### src/roicma_pkg.sv
// Shared constants for the region-of-interest center smoother.
`default_nettype none
package roicma_pkg;

   // Width of the frame size registers.
   localparam int FRAME_BITS = 13;

   // Width of every region result field.
   localparam int ROI_BITS = 14;

   // Configuration register map.
   localparam int CSR_INDEX_BITS = 1;
   localparam logic [CSR_INDEX_BITS-1:0] CSR_FRAME_WIDTH  = 1'd0;
   localparam logic [CSR_INDEX_BITS-1:0] CSR_FRAME_HEIGHT = 1'd1;

   // Frame size after reset.
   localparam logic [FRAME_BITS-1:0] FRAME_WIDTH_RESET  = 13'd640;
   localparam logic [FRAME_BITS-1:0] FRAME_HEIGHT_RESET = 13'd480;

endpackage
`default_nettype wire

### src/roi_center_moving_average.sv
// Top level of the region-of-interest center smoother.
//
// Usage: each item on the req_ channel is a detected box given by two corners.
// The block stores the box midpoint in a window of the last WINDOW midpoints,
// averages the window with truncating division by the fill count, and returns
// one item on the rsp_ channel: a region centered on that average, plus a flag
// telling whether the previous average lay inside the box.
// Both channels use valid/stall; an item moves when valid is high and stall low.
// The csr_ channel writes frame_width (index 0) and frame_height (index 1);
// csr_ready is always high, and writes are meant to happen while the block idles.
// The two averages go one after the other through a single restoring divider that
// produces one quotient bit per cycle.
// req_stall stays high from acceptance until the result is loaded into the output
// register, so one item is in work at a time; a new item can be taken while a result waits.
// If the receiver stalls, the next finished result holds the block until it is taken.
// Reset (synchronous) empties the window, restores the frame size and drops any
// pending result.
`default_nettype none
module roi_center_moving_average
   import roicma_pkg::*;
#(
   parameter int WINDOW     = 12,
   parameter int COORD_BITS = 12
) (
   input  wire                        clock,
   input  wire                        reset,
   // Box items in.
   input  wire                        req_valid,
   output logic                       req_stall,
   input  wire  [COORD_BITS-1:0]      req_box_left_x,
   input  wire  [COORD_BITS-1:0]      req_box_top_y,
   input  wire  [COORD_BITS-1:0]      req_box_right_x,
   input  wire  [COORD_BITS-1:0]      req_box_bottom_y,
   // Region items out.
   output logic                       rsp_valid,
   input  wire                        rsp_stall,
   output logic signed [ROI_BITS-1:0] rsp_roi_x,
   output logic signed [ROI_BITS-1:0] rsp_roi_y,
   output logic signed [ROI_BITS-1:0] rsp_roi_width,
   output logic signed [ROI_BITS-1:0] rsp_roi_height,
   output logic                       rsp_prior_inside,
   // Register writes.
   input  wire                        csr_valid,
   output logic                       csr_ready,
   input  wire  [CSR_INDEX_BITS-1:0]  csr_index,
   input  wire  [FRAME_BITS-1:0]      csr_data
);

   localparam int CNT_BITS  = $clog2(WINDOW + 1);
   localparam int SLOT_BITS = (WINDOW > 1) ? $clog2(WINDOW) : 1;
   localparam int SUM_BITS  = COORD_BITS + $clog2(WINDOW);
   localparam int STEP_BITS = $clog2(SUM_BITS);
   localparam int EXT_BITS  = ((COORD_BITS > FRAME_BITS) ? COORD_BITS : FRAME_BITS) + 2;

   // Sequencer states.
   localparam logic [2:0] S_IDLE   = 3'd0;
   localparam logic [2:0] S_UPDATE = 3'd1;
   localparam logic [2:0] S_DIV    = 3'd2;
   localparam logic [2:0] S_EXT    = 3'd3;
   localparam logic [2:0] S_OUT    = 3'd4;

   logic [2:0]                 state_ff, state_in;
   logic [FRAME_BITS-1:0]      frame_w_ff, frame_w_in;
   logic [FRAME_BITS-1:0]      frame_h_ff, frame_h_in;
   logic [CNT_BITS-1:0]        count_ff, count_in;
   logic [SLOT_BITS-1:0]       oldest_ff, oldest_in;
   logic [SUM_BITS-1:0]        sum_x_ff, sum_x_in;
   logic [SUM_BITS-1:0]        sum_y_ff, sum_y_in;
   logic [COORD_BITS-1:0]      lx_ff, ty_ff, rx_ff, by_ff;
   logic [COORD_BITS-1:0]      cx_ff, cy_ff;
   logic                       inside_ff, inside_in;
   logic [2*COORD_BITS-1:0]    rd_ff;
   logic [COORD_BITS-1:0]      ax_ff, ay_ff;
   logic [SUM_BITS-1:0]        div_q_ff, div_q_in;
   logic [CNT_BITS:0]          div_r_ff, div_r_in;
   logic [STEP_BITS-1:0]       step_ff, step_in;
   logic                       axis_ff, axis_in;
   logic signed [EXT_BITS-1:0] ax_lo_ff, ax_hi_ff, ax_edge_ff;
   logic signed [EXT_BITS-1:0] ay_lo_ff, ay_hi_ff, ay_edge_ff;
   logic                       rsp_valid_ff, rsp_valid_in;
   logic signed [ROI_BITS-1:0] roi_x_ff, roi_y_ff, roi_w_ff, roi_h_ff;
   logic                       prior_ff;

   // Window storage: x midpoint in the upper half, y in the lower half.
   logic [2*COORD_BITS-1:0]    mem [WINDOW];

   logic                       accept;
   logic                       full;
   logic [CNT_BITS:0]          slot_raw;
   logic [SLOT_BITS-1:0]       wr_slot;
   logic [COORD_BITS-1:0]      old_x, old_y;
   logic [CNT_BITS:0]          rem_sh;
   logic                       q_bit;
   logic [SUM_BITS-1:0]        q_next;
   logic                       div_last;
   logic                       out_load;
   logic signed [EXT_BITS-1:0] ax_s, ay_s, hx, hy, mx, my, roi_x_full, roi_y_full;

   assign accept    = req_valid && !req_stall;
   assign req_stall = (state_ff != S_IDLE);
   assign csr_ready = 1'b1;
   assign full      = (count_ff == CNT_BITS'(WINDOW));

   // Slot for a new midpoint: after the newest while the window is still filling, the oldest once full.
   always_comb begin
      slot_raw = (CNT_BITS+1)'(oldest_ff) + {1'b0, count_ff};
      if (slot_raw >= (CNT_BITS+1)'(WINDOW)) begin
         slot_raw = slot_raw - (CNT_BITS+1)'(WINDOW);
      end
      wr_slot = full ? oldest_ff : slot_raw[SLOT_BITS-1:0];
   end

   assign old_x = full ? rd_ff[2*COORD_BITS-1:COORD_BITS] : '0;
   assign old_y = full ? rd_ff[COORD_BITS-1:0] : '0;

   // One restoring divider step: one quotient bit per cycle.
   always_comb begin
      rem_sh = {div_r_ff[CNT_BITS-1:0], div_q_ff[SUM_BITS-1]};
      q_bit  = (rem_sh >= {1'b0, count_ff});
      q_next = {div_q_ff[SUM_BITS-2:0], q_bit};
   end
   assign div_last = (step_ff == STEP_BITS'(SUM_BITS - 1));

   // Half-extent: larger corner distance, limited by the far frame edge.
   always_comb begin
      ax_s = signed'({{(EXT_BITS-COORD_BITS){1'b0}}, ax_ff});
      ay_s = signed'({{(EXT_BITS-COORD_BITS){1'b0}}, ay_ff});
      mx   = (ax_lo_ff > ax_hi_ff) ? ax_lo_ff : ax_hi_ff;
      my   = (ay_lo_ff > ay_hi_ff) ? ay_lo_ff : ay_hi_ff;
      hx   = (ax_edge_ff < mx) ? ax_edge_ff : mx;
      hy   = (ay_edge_ff < my) ? ay_edge_ff : my;
      roi_x_full = ax_s - hx;
      roi_y_full = ay_s - hy;
   end

   assign out_load = (state_ff == S_OUT) && (!rsp_valid_ff || !rsp_stall);

   // Sequencer and running window state.
   always_comb begin
      state_in     = state_ff;
      frame_w_in   = frame_w_ff;
      frame_h_in   = frame_h_ff;
      count_in     = count_ff;
      oldest_in    = oldest_ff;
      sum_x_in     = sum_x_ff;
      sum_y_in     = sum_y_ff;
      inside_in    = inside_ff;
      div_q_in     = div_q_ff;
      div_r_in     = div_r_ff;
      step_in      = step_ff;
      axis_in      = axis_ff;
      rsp_valid_in = rsp_valid_ff && rsp_stall;

      if (csr_valid && csr_ready) begin
         case (csr_index)
            CSR_FRAME_WIDTH:  frame_w_in = csr_data;
            CSR_FRAME_HEIGHT: frame_h_in = csr_data;
            default: ;
         endcase
      end

      case (state_ff)
         S_IDLE: begin
            if (accept) begin
               // Flag from the average held before this item.
               inside_in = (count_ff == '0) ||
                           !(ax_ff < req_box_left_x || ay_ff > req_box_bottom_y ||
                             ax_ff > req_box_right_x || ay_ff < req_box_top_y);
               state_in  = S_UPDATE;
            end
         end
         S_UPDATE: begin
            // Drop the oldest midpoint when full, add the new one.
            sum_x_in = sum_x_ff - SUM_BITS'(old_x) + SUM_BITS'(cx_ff);
            sum_y_in = sum_y_ff - SUM_BITS'(old_y) + SUM_BITS'(cy_ff);
            if (full) begin
               oldest_in = (oldest_ff == SLOT_BITS'(WINDOW - 1)) ? '0 : oldest_ff + 1'b1;
            end else begin
               count_in = count_ff + 1'b1;
            end
            div_q_in = sum_x_in;
            div_r_in = '0;
            step_in  = '0;
            axis_in  = 1'b0;
            state_in = S_DIV;
         end
         S_DIV: begin
            div_q_in = q_next;
            div_r_in = q_bit ? rem_sh - {1'b0, count_ff} : rem_sh;
            step_in  = step_ff + 1'b1;
            if (div_last) begin
               step_in  = '0;
               div_r_in = '0;
               if (!axis_ff) begin
                  div_q_in = sum_y_ff;
                  axis_in  = 1'b1;
               end else begin
                  state_in = S_EXT;
               end
            end
         end
         S_EXT: begin
            state_in = S_OUT;
         end
         S_OUT: begin
            if (out_load) begin
               rsp_valid_in = 1'b1;
               state_in     = S_IDLE;
            end
         end
         default: begin
            state_in = S_IDLE;
         end
      endcase
   end

   // Control registers.
   always_ff @(posedge clock) begin
      if (reset) begin
         state_ff     <= S_IDLE;
         frame_w_ff   <= FRAME_WIDTH_RESET;
         frame_h_ff   <= FRAME_HEIGHT_RESET;
         count_ff     <= '0;
         oldest_ff    <= '0;
         sum_x_ff     <= '0;
         sum_y_ff     <= '0;
         rsp_valid_ff <= 1'b0;
      end else begin
         state_ff     <= state_in;
         frame_w_ff   <= frame_w_in;
         frame_h_ff   <= frame_h_in;
         count_ff     <= count_in;
         oldest_ff    <= oldest_in;
         sum_x_ff     <= sum_x_in;
         sum_y_ff     <= sum_y_in;
         rsp_valid_ff <= rsp_valid_in;
      end
   end

   // Working payload registers.
   always_ff @(posedge clock) begin
      inside_ff <= inside_in;
      div_q_ff  <= div_q_in;
      div_r_ff  <= div_r_in;
      step_ff   <= step_in;
      axis_ff   <= axis_in;
      if (accept) begin
         lx_ff <= req_box_left_x;
         ty_ff <= req_box_top_y;
         rx_ff <= req_box_right_x;
         by_ff <= req_box_bottom_y;
         cx_ff <= COORD_BITS'(({1'b0, req_box_left_x} + {1'b0, req_box_right_x}) >> 1);
         cy_ff <= COORD_BITS'(({1'b0, req_box_top_y} + {1'b0, req_box_bottom_y}) >> 1);
      end
      if (state_ff == S_DIV && div_last) begin
         if (!axis_ff) begin
            ax_ff <= q_next[COORD_BITS-1:0];
         end else begin
            ay_ff <= q_next[COORD_BITS-1:0];
         end
      end
      if (state_ff == S_EXT) begin
         ax_lo_ff   <= ax_s - signed'({{(EXT_BITS-COORD_BITS){1'b0}}, lx_ff});
         ax_hi_ff   <= signed'({{(EXT_BITS-COORD_BITS){1'b0}}, rx_ff}) - ax_s;
         ax_edge_ff <= signed'({{(EXT_BITS-FRAME_BITS){1'b0}}, frame_w_ff}) - ax_s;
         ay_lo_ff   <= ay_s - signed'({{(EXT_BITS-COORD_BITS){1'b0}}, ty_ff});
         ay_hi_ff   <= signed'({{(EXT_BITS-COORD_BITS){1'b0}}, by_ff}) - ay_s;
         ay_edge_ff <= signed'({{(EXT_BITS-FRAME_BITS){1'b0}}, frame_h_ff}) - ay_s;
      end
      if (out_load) begin
         roi_x_ff <= roi_x_full[ROI_BITS-1:0];
         roi_y_ff <= roi_y_full[ROI_BITS-1:0];
         roi_w_ff <= {hx[ROI_BITS-2:0], 1'b0};
         roi_h_ff <= {hy[ROI_BITS-2:0], 1'b0};
         prior_ff <= inside_ff;
      end
   end

   // Window memory: read the oldest entry on acceptance, write the new one after.
   always_ff @(posedge clock) begin
      if (accept) begin
         rd_ff <= mem[oldest_ff];
      end
      if (state_ff == S_UPDATE) begin
         mem[wr_slot] <= {cx_ff, cy_ff};
      end
   end

   assign rsp_valid        = rsp_valid_ff;
   assign rsp_roi_x        = roi_x_ff;
   assign rsp_roi_y        = roi_y_ff;
   assign rsp_roi_width    = roi_w_ff;
   assign rsp_roi_height   = roi_h_ff;
   assign rsp_prior_inside = prior_ff;

endmodule
`default_nettype wire

### config.mk
export PLATFORM = sky130hd
export DESIGN_NAME = roi_center_moving_average
export DESIGN_NICKNAME = d
export VERILOG_FILES = /design/src/roicma_pkg.sv /design/src/roi_center_moving_average.sv
export SDC_FILE = /design/constraint.sdc
export NUM_CORES = 1
export LEC_CHECK = 0
export BUFFER_PORTS_ARGS = -buffer_cell sky130_fd_sc_hd__buf_4
export CORE_MARGIN = 2
export CORE_UTILIZATION = 59
export CTS_BUF_LIST = sky130_fd_sc_hd__clkbuf_4
export DETAILED_ROUTE_END_ITERATION = 10
export PLACE_DENSITY = 0.77
export SYNTH_ARGS = -nofsm -noshare
export SYNTH_HDL_FRONTEND = slang
export SYNTH_SLANG_ARGS = --single-unit
### constraint.sdc
create_clock -name clock -period 17.6 [get_ports clock]
set_input_delay 0.88 -clock clock [delete_from_list [all_inputs] [get_ports clock]]
set_output_delay 0.88 -clock clock [all_outputs]
set_load 0.03 [all_outputs]
Yosys cells after proc, flatten, opt, wreduce, memory -nomap -nowiden

Memories as Yosys holds them, arrays and structs flattened. A register that Yosys moved wholly into a read port is not among the register bits.
Cells that the tools add are included.

Register bits: 335
Bits in latches: 0
Memory bits (writable): 288
Bits in read-only memories: 0
Bits of input ports: 67
Output and inout port bits: 60
Logic and storage cells: 131
Memories: 1

Memories:

| memory | depth | bits a word | rd ports | clocked after Yosys merged registers in | write ports | line                            | RTL |
|---|---|---|---|---|---|---|---|
| mem    | 12    | 24          | 1        | 1                                       | 1           | roi_center_moving_average.sv:85 | `logic [2*COORD_BITS-1:0] mem [WINDOW];` |

$add $sub $neg: 20
Multiply operators: 0
Divide/modulo/power cells: 0
$lt $le $gt $ge: 10
Equality and inequality tests: 11
Shift-type cells: 0
Mux-type cells: 28
Bitwise gates (word level): 3
Reduce and logical (&&, ||, !) cells: 26

Operators by type and width:

| kind                  | number |
|---|---|
| $sub A12 B12 Y13      | 4 |
| $add A16 B12 Y16      | 2 |
| $mux W16              | 2 |
| $pmux W16 S2          | 1 |
| $sub A16 B12 Y16      | 2 |
| $gt A15 B15 Y1        | 2 |
| $lt A14 B15 Y1        | 2 |
| $mux W15              | 2 |
| $mux W14              | 2 |
| $sub A13 B12 Y14      | 2 |
| $sub A13 B14 Y14      | 2 |
| $add A12 B12 Y13      | 2 |
| $gt A12 B12 Y1        | 2 |
| $lt A12 B12 Y1        | 2 |
| $mux W12              | 2 |
| $mux W4               | 6 |
| $pmux W4 S2           | 2 |
| $reduce_and A2 Y1     | 8 |
| $pmux W3 S5           | 1 |
| $add A4 B1 Y4 const B | 3 |
| $eq A4 B4 Y1 const B  | 3 |
| $mux W3               | 4 |
| $ne A2 B2 Y1 const B  | 4 |
| $eq A3 B2 Y1 const B  | 2 |
| other kinds (18)      | 34 |

Depth between registers and ports, before layout

Gate-level depths: netlist of run 1.

Depth after elaboration: 6
Gate-level depth with buffers: 34
Gate-level depth less buffers: 32

Worst setup path before layout of run 1

Ideal clock, no wire load.

Path kind: flip-flop to flip-flop
Start point: reg ay_lo_ff[10]
End point: reg roi_y_ff[13], in the netlist rsp_roi_y[13] (data pin)
Library setup time: 254 ps
Arrival time: 5391 ps
Required time: 17346 ps
Path slack: 11955 ps
Cell stages (with the launch flop): 29
Buffers on the path: 2
Clock period less this slack: 5645 ps
Cells stage by stage: edfxtp_1 > ha_1 > nand3_2 > nor4_1 > a211o_1 > o21a_1 > buf_1 > mux2_2 > inv_1 > ha_1 > a21o_1 > a21oi_1 > nor2b_1 > o211ai_1 > a22oi_1 > nor3b_1 > a21o_1 > buf_6 > mux2i_1 > ha_1 > nor2b_1 > o31a_1 > o21ai_0 > a21oi_1 > a41oi_1 > a21oi_1 > nor2b_1 > xnor2_1 > a21o_1

Cells in the longest elaborated chain, start to end: 5

RTL lines:

| what                     | line                             | RTL |
|---|---|---|
| from (decl)              | roi_center_moving_average.sv:79  | `logic signed [EXT_BITS-1:0] ay_lo_ff, ay_hi_ff, ay_edge_ff;` |
| from (signal assigned)   | roi_center_moving_average.sv:266 | `ay_lo_ff <= ay_s - signed'({{(EXT_BITS-COORD_BITS){1'b0}}, ty_ff});` |
| $gt A15 B15 Y1           | roi_center_moving_average.sv:129 | `my = (ay_lo_ff > ay_hi_ff) ? ay_lo_ff : ay_hi_ff;` |
| $mux W15 *               | roi_center_moving_average.sv:129 |  |
| $lt A14 B15 Y1           | roi_center_moving_average.sv:131 | `hy = (ay_edge_ff < my) ? ay_edge_ff : my;` |
| $mux W14 *               | roi_center_moving_average.sv:131 |  |
| $sub A13 B14 Y14 *       | roi_center_moving_average.sv:133 | `roi_y_full = ay_s - hy;` |
| named net roi_y_full[13] | roi_center_moving_average.sv:97  | `logic signed [EXT_BITS-1:0] ax_s, ay_s, hx, hy, mx, my, roi_x_full, roi_y_full;` |
| to (signal assigned)     | roi_center_moving_average.sv:272 | `roi_y_ff <= roi_y_full[ROI_BITS-1:0];` |
| to (decl)                | roi_center_moving_average.sv:81  | `logic signed [ROI_BITS-1:0] roi_x_ff, roi_y_ff, roi_w_ff, roi_h_ff;` |

Mark *: on every way through the listed nets, which the timed path passes. The rest lies on a longest branch.
A chain may end at the register's enable or synchronous reset.

Worst setup path in the final report of run 1

Start point: reg ax_lo_ff[13]
End point: reg roi_x_ff[13], in the netlist rsp_roi_x[13] (data pin)

Cells in the longest elaborated chain, start to end: 5

RTL lines:

| what                     | line                             | RTL |
|---|---|---|
| from (decl)              | roi_center_moving_average.sv:78  | `logic signed [EXT_BITS-1:0] ax_lo_ff, ax_hi_ff, ax_edge_ff;` |
| from (signal assigned)   | roi_center_moving_average.sv:263 | `ax_lo_ff <= ax_s - signed'({{(EXT_BITS-COORD_BITS){1'b0}}, lx_ff});` |
| $gt A15 B15 Y1           | roi_center_moving_average.sv:128 | `mx = (ax_lo_ff > ax_hi_ff) ? ax_lo_ff : ax_hi_ff;` |
| $mux W15 *               | roi_center_moving_average.sv:128 |  |
| $lt A14 B15 Y1           | roi_center_moving_average.sv:130 | `hx = (ax_edge_ff < mx) ? ax_edge_ff : mx;` |
| $mux W14 *               | roi_center_moving_average.sv:130 |  |
| $sub A13 B14 Y14 *       | roi_center_moving_average.sv:132 | `roi_x_full = ax_s - hx;` |
| named net roi_x_full[13] | roi_center_moving_average.sv:97  |  |
| to (signal assigned)     | roi_center_moving_average.sv:271 | `roi_x_ff <= roi_x_full[ROI_BITS-1:0];` |
| to (decl)                | roi_center_moving_average.sv:81  |  |

Marks and branches as above.

==> impl_metrics.csv, run 1 <==
group,metric,value,unit
run_status,status,"completed",
finish,area_growth,11.9,%
sta,finalCriticalPeriod,7.23,ns
power,p_int,0.00271,W
logic_synthesis,synth-seq-cells,639,
die,die_h,241,um
sta,setup-tns-final,0,ns
sta,fin_crit_sh,41.1,%
power,seqPwrFrac,49.1,%
sta,relSlewSlack,23.6,%
setup_path,worstPathMaxFanout,37,
die,start_util,59.8,%
clock_tree,clk_pin_slew_worst_paths,0.07,ns
sta,finClkSkew,0.0509,ns
clock_tree,cts_root_buffer,"clkbuf_4",
routing,first_pass_iters,7,
grt,grt_pass1_vias,22277,
die,fp.dieW,241,um
power,p_switching,0.00101,W
power,p_clk_share,35.3,%
routing,drc,0,
routing,vias,21762,
logic_synthesis,synth_area_per_cell,12.2,um2
logic_synthesis,yosys.area_share.adder,12.0,%
grt,grt_usage,26.1,%
power,ir_drop,76.0,uV
routing,wl,73500,um
routing,drt-wirelength-per-cell,19.3,um
grt,overflow,0,
sta,tightest_slew,1.14,ns
flow_run,max_cap_violations,0,
setup_path,cp.required,18.27,ns
clock_tree,clk-insertion-delay-late,0.98,ns
clock_tree,cts.sinks,639,
hold_path,hp-class,"primary input to flip-flop",
clock_tree,cts_tree,"done",
setup_path,worstSetupStartpointType,"flip-flop",
finish,fill_cells,4106,
finish,drive_gt1_share,16.4,%
placement,portBuffers,123,
clock_tree,cts-resized-gates,0,
sta,holdWs,0.112,ns
routing,drt_iter0_markers,1557,
sta,drv_slew,0,
die,rows,86,
logic_synthesis,synth_cells,2707,
routing,antenna_left,0,
grt,antenna_found_initial,1,
die,io_pins,127,
logic_synthesis,synthXorXnorAreaFrac,3.04,%
die,core_area,55300,um2
logic_synthesis,yosys.area_share.simple,9.05,%
logic_synthesis,ys.flop_type,"edfxtp_1",
sta,setup_viol,0,
placement,place.gp.congestion,0.910,
setup_path,crit_arrival,7.90,ns
clock_tree,hold_buffers,0,
routing,post_drt_via_cell_ratio,5.72,
clock_tree,post-cts-setup-buffer-count,0,
logic_synthesis,synth_edf_count,569,
finish,fin_nets,3299,
die,dieArea,58000,um2
clock_tree,cts.path.max_buffers,3,
logic_synthesis,netlist_area,33100,um2
setup_path,path_class,"flip-flop to flip-flop",
clock_tree,htreeDepth,4,
sta,rsz0062_at_grt,"no",
logic_synthesis,synth_top_family_by_area,"adder cells",
logic_synthesis,yosysSeqAreaShare,55.9,%
grt,grt_max_degree,82,
power,swShare,27.2,%
setup_path,cp-end-kind,"flip-flop",
power,cellLeakagePower,14.7,nW
logic_synthesis,synth_mux_area_share,6.60,%
setup_path,r2r_slack,10.37,ns
power,p_per_area,101,nW/um2
logic_synthesis,synthArstFlopShare,0,%
placement,place_hpwl,50400,um
power,comb_power_share,15.7,%
sta,fmax,138,MHz
logic_synthesis,ys_warn_count,0,
sta,hold_violations,0,
logic_synthesis,yosys.cell_types.count,66,
grt,grt_pass1_wl,115000,um
logic_synthesis,synth_compound_area_share,8.81,%
clock_tree,cts_buffers,161,
==> through the flow <==
| stage | total power [W] | area, um2 | cells | utilization [%] | worst slack, ns |
|---|---|---|---|---|---|
| after floorplan | 0.00227 | 33100 | 2708 | - | 11.96 |
| after CTS | 0.00375 | 37000 | 3806 | 66.9 | 10.37 |
| after global routing | 0.00391 | 37000 | 3807 | 66.9 | 9.45 |
| after detailed placement | 0.00243 | 34900 | 3520 | 63.0 | 10.38 |
| after global placement | 0.00240 | 34900 | 3520 | 63.0 | 10.62 |
| final | 0.00372 | 37000 | 3807 | 66.9 | 10.37 |
==> cells in the final DEF (no fill, tap or decap), types with 8 or more instances in the layout <==
master	instances
edfxtp_1	569
inv_1	326
ha_1	261
clkbuf_4	238
nand2_1	222
nor2_1	185
a21oi_1	159
o21ai_0	140
buf_4	133
xnor2_1	83
mux4_2	72
dfxtp_1	67
a21o_1	58
nor2b_1	50
mux2i_1	40
fa_1	36
nor3_1	35
nand3_1	32
xor2_1	32
clkinv_1	30
and2_1	25
a21boi_0	22
nand2b_1	21
a211oi_1	17
nand4_1	15
mux2_2	13
nor2_4	13
or3_1	12
and3_1	11
o21bai_1	10
o21a_1	10
nand3b_1	9
o41ai_1	8
a31oi_1	8
==> synth_stat cells (22+ instances only) <==
master,number,share of area [%]
edfxtp_1,569,52
dfxtp_1,70,4.2
xor2_1,32,0.85
nand3_1,32,0.48
inv_1,326,3.7
mux2i_1,40,1.2
clkbuf_1,49,0.56
xnor2_1,83,2.2
nand2_1,222,2.5
fa_1,36,2.2
and2_1,25,0.47
nor2_1,198,2.2
nor2b_1,50,0.95
mux4_2,72,4.9
nor3_1,35,0.53
a21oi_1,160,2.4
a21o_1,58,1.3
o21ai_0,140,2.1
a21boi_0,22,0.50
ha_1,261,9.9
==> kinds of logic after synthesis <==
family / Yosys count
and+or+nand+nor: 653
DFF: 639
AOI/OAI and AO/OA: 480
buffers and inverters: 395
adders and majority gates: 297
muxes: 126
xor gates and xnor gates: 115
other: 2
==> layer usage <==
layer  routed length (um)  vias to the layer above  GRT usage (%)
met4                 2470                        0           11.6
met3                 4650                      166           5.40
met1                29700                    10609           32.1
met2                36600                      712           44.6
li1                     -                    10275              -
met5                    0                        -              0
==> registers in the layout (all words and copies together), names as in the netlist, 14 cells and up <==
name        cells
rd_ff          24
mem           288
rsp_roi_x      14
sum_y_ff       16
rsp_roi_y      14
ax_edge_ff     14
div_q_ff       16
sum_x_ff       16
ay_edge_ff     14
==> path summary, 6_finish.rpt <==
| kind | to | cells after the start | start |
|---|---|---|---|
| min reg2reg | sum_y_ff[8] | 2 | sum_y_ff[8] |
| max reg2reg | rsp_roi_x[13] | 27 | ax_lo_ff[13] |
| min | lx_ff[2] | 1 | req_box_left_x[2] |
| max | rsp_roi_x[13] | 27 | ax_lo_ff[13] |
==> area by class of cell <==
type	count	area (um2)	area share, %
inverters	326	1220	3.31
multi-input cells	1674	13200	35.7
clock inverters	48	367	0.990
repair buffers	133	998	2.70
diodes	1	2.50	0.00676
well taps	748	936	2.53
flip-flops and latches	639	18500	50.0
clock buffers	238	1790	4.83
==> power groups by stage <==
stage | clock network (W) | registers (W) | logic (W)
detailed placement | 0 | 0.00186 | 0.000574
global route | 0.00141 | 0.00183 | 0.000659
floorplan | 0 | 0.00183 | 0.000440
global placement | 0 | 0.00185 | 0.000553
CTS | 0.00134 | 0.00182 | 0.000580
finish | 0.00131 | 0.00183 | 0.000584
==> critical path: stages, from the launching register on <==
cell and delay (ns):
edfxtp_1 0.39, ha_1 0.33, and4_1 0.22, nand3_1 0.11
o21bai_1 0.20, a211oi_2 0.97, nand2_1 0.10, o21ai_0 0.11
inv_1 0.10, ha_1 0.31, nand4_1 0.11, nor2_1 0.15
nand2_1 0.09, o2111ai_1 0.24, o22ai_1 0.18, a21oi_4 0.70
nor2_1 0.13, a21o_1 0.22, ha_1 0.27, nor2b_1 0.12
o21ai_0 0.20, a21oi_1 0.13, o41ai_1 0.65, o21ai_0 0.28
o21ai_0 0.30, nor2_1 0.08, xor2_1 0.12, o21ai_0 0.09
No activity file was read; power rests on OpenSTA's default activity.
==> inputs of run 2 (changes only) <==
Settings changed: ABC_AREA set to 1, CORE_UTILIZATION 59 to 58, PLACE_DENSITY 0.77 to 0.78.
Clock period 17.6 ns to 6.6 ns, I/O delays scaled along.
==> run 2 against run 1 <==
Via count increased by 12%. Count of clock-buffer cells in the layout is the same. Flip-flop and latch count did not move. Area after synthesis down 0.83%. Combinational power rose to 5.3 times the previous value. Clock skew is 0.0077 ns higher. First-iteration DRC count increased by 21%.
==> impl_metrics.csv, run 2 <==
group,metric,value,unit
placement,numPlacedInstances,3921,
logic_synthesis,ys.flop_type,"edfxtp_1",
sta,setup-tns-final,0,ns
setup_path,crit_arrival,6.83,ns
clock_tree,cts_root_buffer,"clkbuf_4",
sta,drv_slew,0,
setup_path,cp-end-kind,"flip-flop",
power,comb_power_share,25.7,%
logic_synthesis,yosys-top-cells-area,"edfxtp_1, ha_1, inv_1, o21ai_0, nor2_1",
power,swShare,32.6,%
logic_synthesis,yosys.area_share.adder,12.1,%
finish,final_util,67.5,%
sta,rsz0062_at_grt,"yes",
logic_synthesis,yosys.cell_types.count,48,
grt,grt_max_degree,82,
logic_synthesis,synth_top_family_by_area,"adder cells",
die,core_area,56200,um2
routing,drt-wirelength-per-cell,18.7,um
logic_synthesis,synthArstFlopShare,0,%
grt,overflow,0,
die,die_h,242,um
finish,reg_top3,"mem (288), rd_ff (24)",
sta,fin_ws,0.561,ns
setup_path,r2r_cells,36,
die,rows,87,
finish,largest_register_ffs,288,
clock_tree,htreeDepth,4,
routing,first_pass_iters,5,
grt,grt_pass1_wl,128000,um
setup_path,r2r-start,"ay_lo_ff[13]",
placement,portBuffers,123,
routing,vias,24439,
logic_synthesis,synthTopCellsByCount,"edfxtp_1, inv_1, nor2_1",
setup_path,worst_path_largest_cell_delay,0.42,ns
routing,drc,0,
logic_synthesis,yosysSeqAreaShare,56.3,%
setup_path,slowest_stage,"o21ai_0",
sta,finClkSkew,0.0586,ns
power,seqPwrFrac,45.2,%
logic_synthesis,synth_cells,3112,
setup_path,reg2reg_to,"rsp_roi_y[12]",
logic_synthesis,synth_top_area_share,52.1,%
hold_path,hp-class,"primary input to flip-flop",
setup_path,cpMostUsedCell,"nand2_1",
sta,setup_viol,0,
placement,pre_cts_slack,0.460,ns
die,io_pins,127,
finish,final_cell_mix,"edfxtp_1, inv_1, nor2_1",
die,fp.dieW,242,um
clock_tree,cts_buffers,162,
routing,wl,81200,um
die,dieArea,58500,um2
clock_tree,cts_tree,"done",
logic_synthesis,yosys.area_share.simple,9.78,%
clock_tree,post-cts-setup-buffer-count,0,
setup_path,worstPathMaxFanout,23,
clock_tree,cts.sinks,639,
sta,fmax,166,MHz
placement,place_hpwl,51500,um
clock_tree,clk-insertion-delay-late,1.06,ns
setup_path,cp.required,7.39,ns
finish,stdcell_count,4334,
placement,place.gp.congestion,0.923,
logic_synthesis,yosysMostFrequentCell,"edfxtp_1",
setup_path,path_class,"flip-flop to flip-flop",
logic_synthesis,synth_compound_area_share,11.9,%
finish,area_growth,15.5,%
setup_path,r2r_slack,0.56,ns
clock_tree,cts.path.max_buffers,3,
power,p_clk_share,29.2,%
sta,hold_violations,0,
routing,antenna_left,0,
power,cellLeakagePower,16.0,nW
power,p_switching,0.00390,W
finish,final_common_cell,"edfxtp_1",
routing,drt_iter0_markers,1880,
grt,antenna_found_initial,2,
hold_path,hp-start,"req_box_top_y[10]",
clock_tree,clk_pin_slew_worst_paths,0.08,ns
grt,grt_pass1_vias,25018,
finish,drive_gt1_share,13.4,%
logic_synthesis,synthXorXnorAreaFrac,3.63,%
logic_synthesis,synth-seq-cells,639,
setup_path,worstSetupStartpointType,"flip-flop",
sta,tightest_slew,1.13,ns
finish,top_register,"mem",
logic_synthesis,ys_warn_count,0,
sta,fin_crit_sh,91.5,%
grt,grt_usage,27.9,%
setup_path,endpoint,"rsp_roi_y[12]",
power,power,0.0119,W
die,start_util,58.4,%
power,p_per_area,315,nW/um2
power,p_int,0.00805,W
logic_synthesis,synth_mux_area_share,0,%
flow_run,max_cap_violations,0,
setup_path,worstSetupStartpoint,"ay_lo_ff[13]",
logic_synthesis,netlist_area,32800,um2
power,ir_drop,192,uV
sta,relSlewSlack,24.8,%
sta,finalCriticalPeriod,6.04,ns
logic_synthesis,synth_area_per_cell,10.5,um2
logic_synthesis,synth_edf_count,569,
routing,post_drt_via_cell_ratio,5.64,
finish,fin_nets,3809,
logic_synthesis,synth_top_cell_by_area,"edfxtp_1",
run_status,status,"completed",
==> run 2: per-stage QoR <==
| step | hold WS (ns) | area [um2] |
|---|---|---|
| finish | 0.0740 | 37900 |
| global route | 0.0216 | 37900 |
| CTS | 0.00223 | 37900 |
| detailed placement | 0.468 | 34600 |
| global placement | 0.464 | 34600 |
| floorplan | 0.400 | 32800 |
==> run 2: per-layer routing <==
layer	wire [um]	GRT usage, %
met3	6120	5.94
met1	31300	33.7
met4	3680	15.1
met5	0	0
met2	40100	47.1
==> run 2: worst min-delay path by stage <==
stage / to / slack (ns) / cells past startpoint
finish: ty_ff[10] / 0.07 / 2
global route: ty_ff[10] / 0.02 / 2
CTS: by_ff[10] / 0.002 / 2
detailed placement: frame_w_ff[0] / 0.47 / 2
global placement: frame_h_ff[0] / 0.46 / 2
floorplan: rsp_prior_inside / 0.40 / 0
==> run 2: cell type report <==
class / count / area, um2
sequential: 639 / 18500
antenna: 3 / 7.51
clock buffer: 238 / 1790
timing repair buffer: 263 / 2260
inverter: 441 / 1660
clock inverter: 56 / 375
tap: 756 / 946
fill: 4166 / 18200
multi-input combinational: 1938 / 12400
==> run 2: cell families after synthesis <==
logic type / after synthesis
other: 2
buffers and inverters: 536
xor gates and xnor gates: 136
adders and majority gates: 297
AOI/OAI and AO/OA: 708
and+or+nand+nor: 794
DFF: 639
==> run 2: power by group through the flow <==
stage	clock network, W	registers, W	logic (W)
6_report	0.00348	0.00539	0.00307
3_5_place_dp	0	0.00547	0.00294
4_1_cts	0.00354	0.00539	0.00303
2_1_floorplan	0	0.00536	0.00220
3_3_place_gp	0	0.00545	0.00279
5_1_grt	0.00375	0.00543	0.00344
==> run 2: critical path: cells and delay by family (launching register included) <==
family	cells	cell delay, ns
AO/OA/AOI/OAI	9	1.88
buffers and inverters	7	0.60
flip-flops	1	0.39
adder cells (fa/ha/maj)	3	1.00
AND/OR/NAND/NOR	17	1.94
==> run 2: repair_timing <==
action                     4_1_cts  5_1_grt
setup endpoints to repair        0        4
resized for setup                0       12
hold endpoints to repair       149        0
hold buffers                   116        0
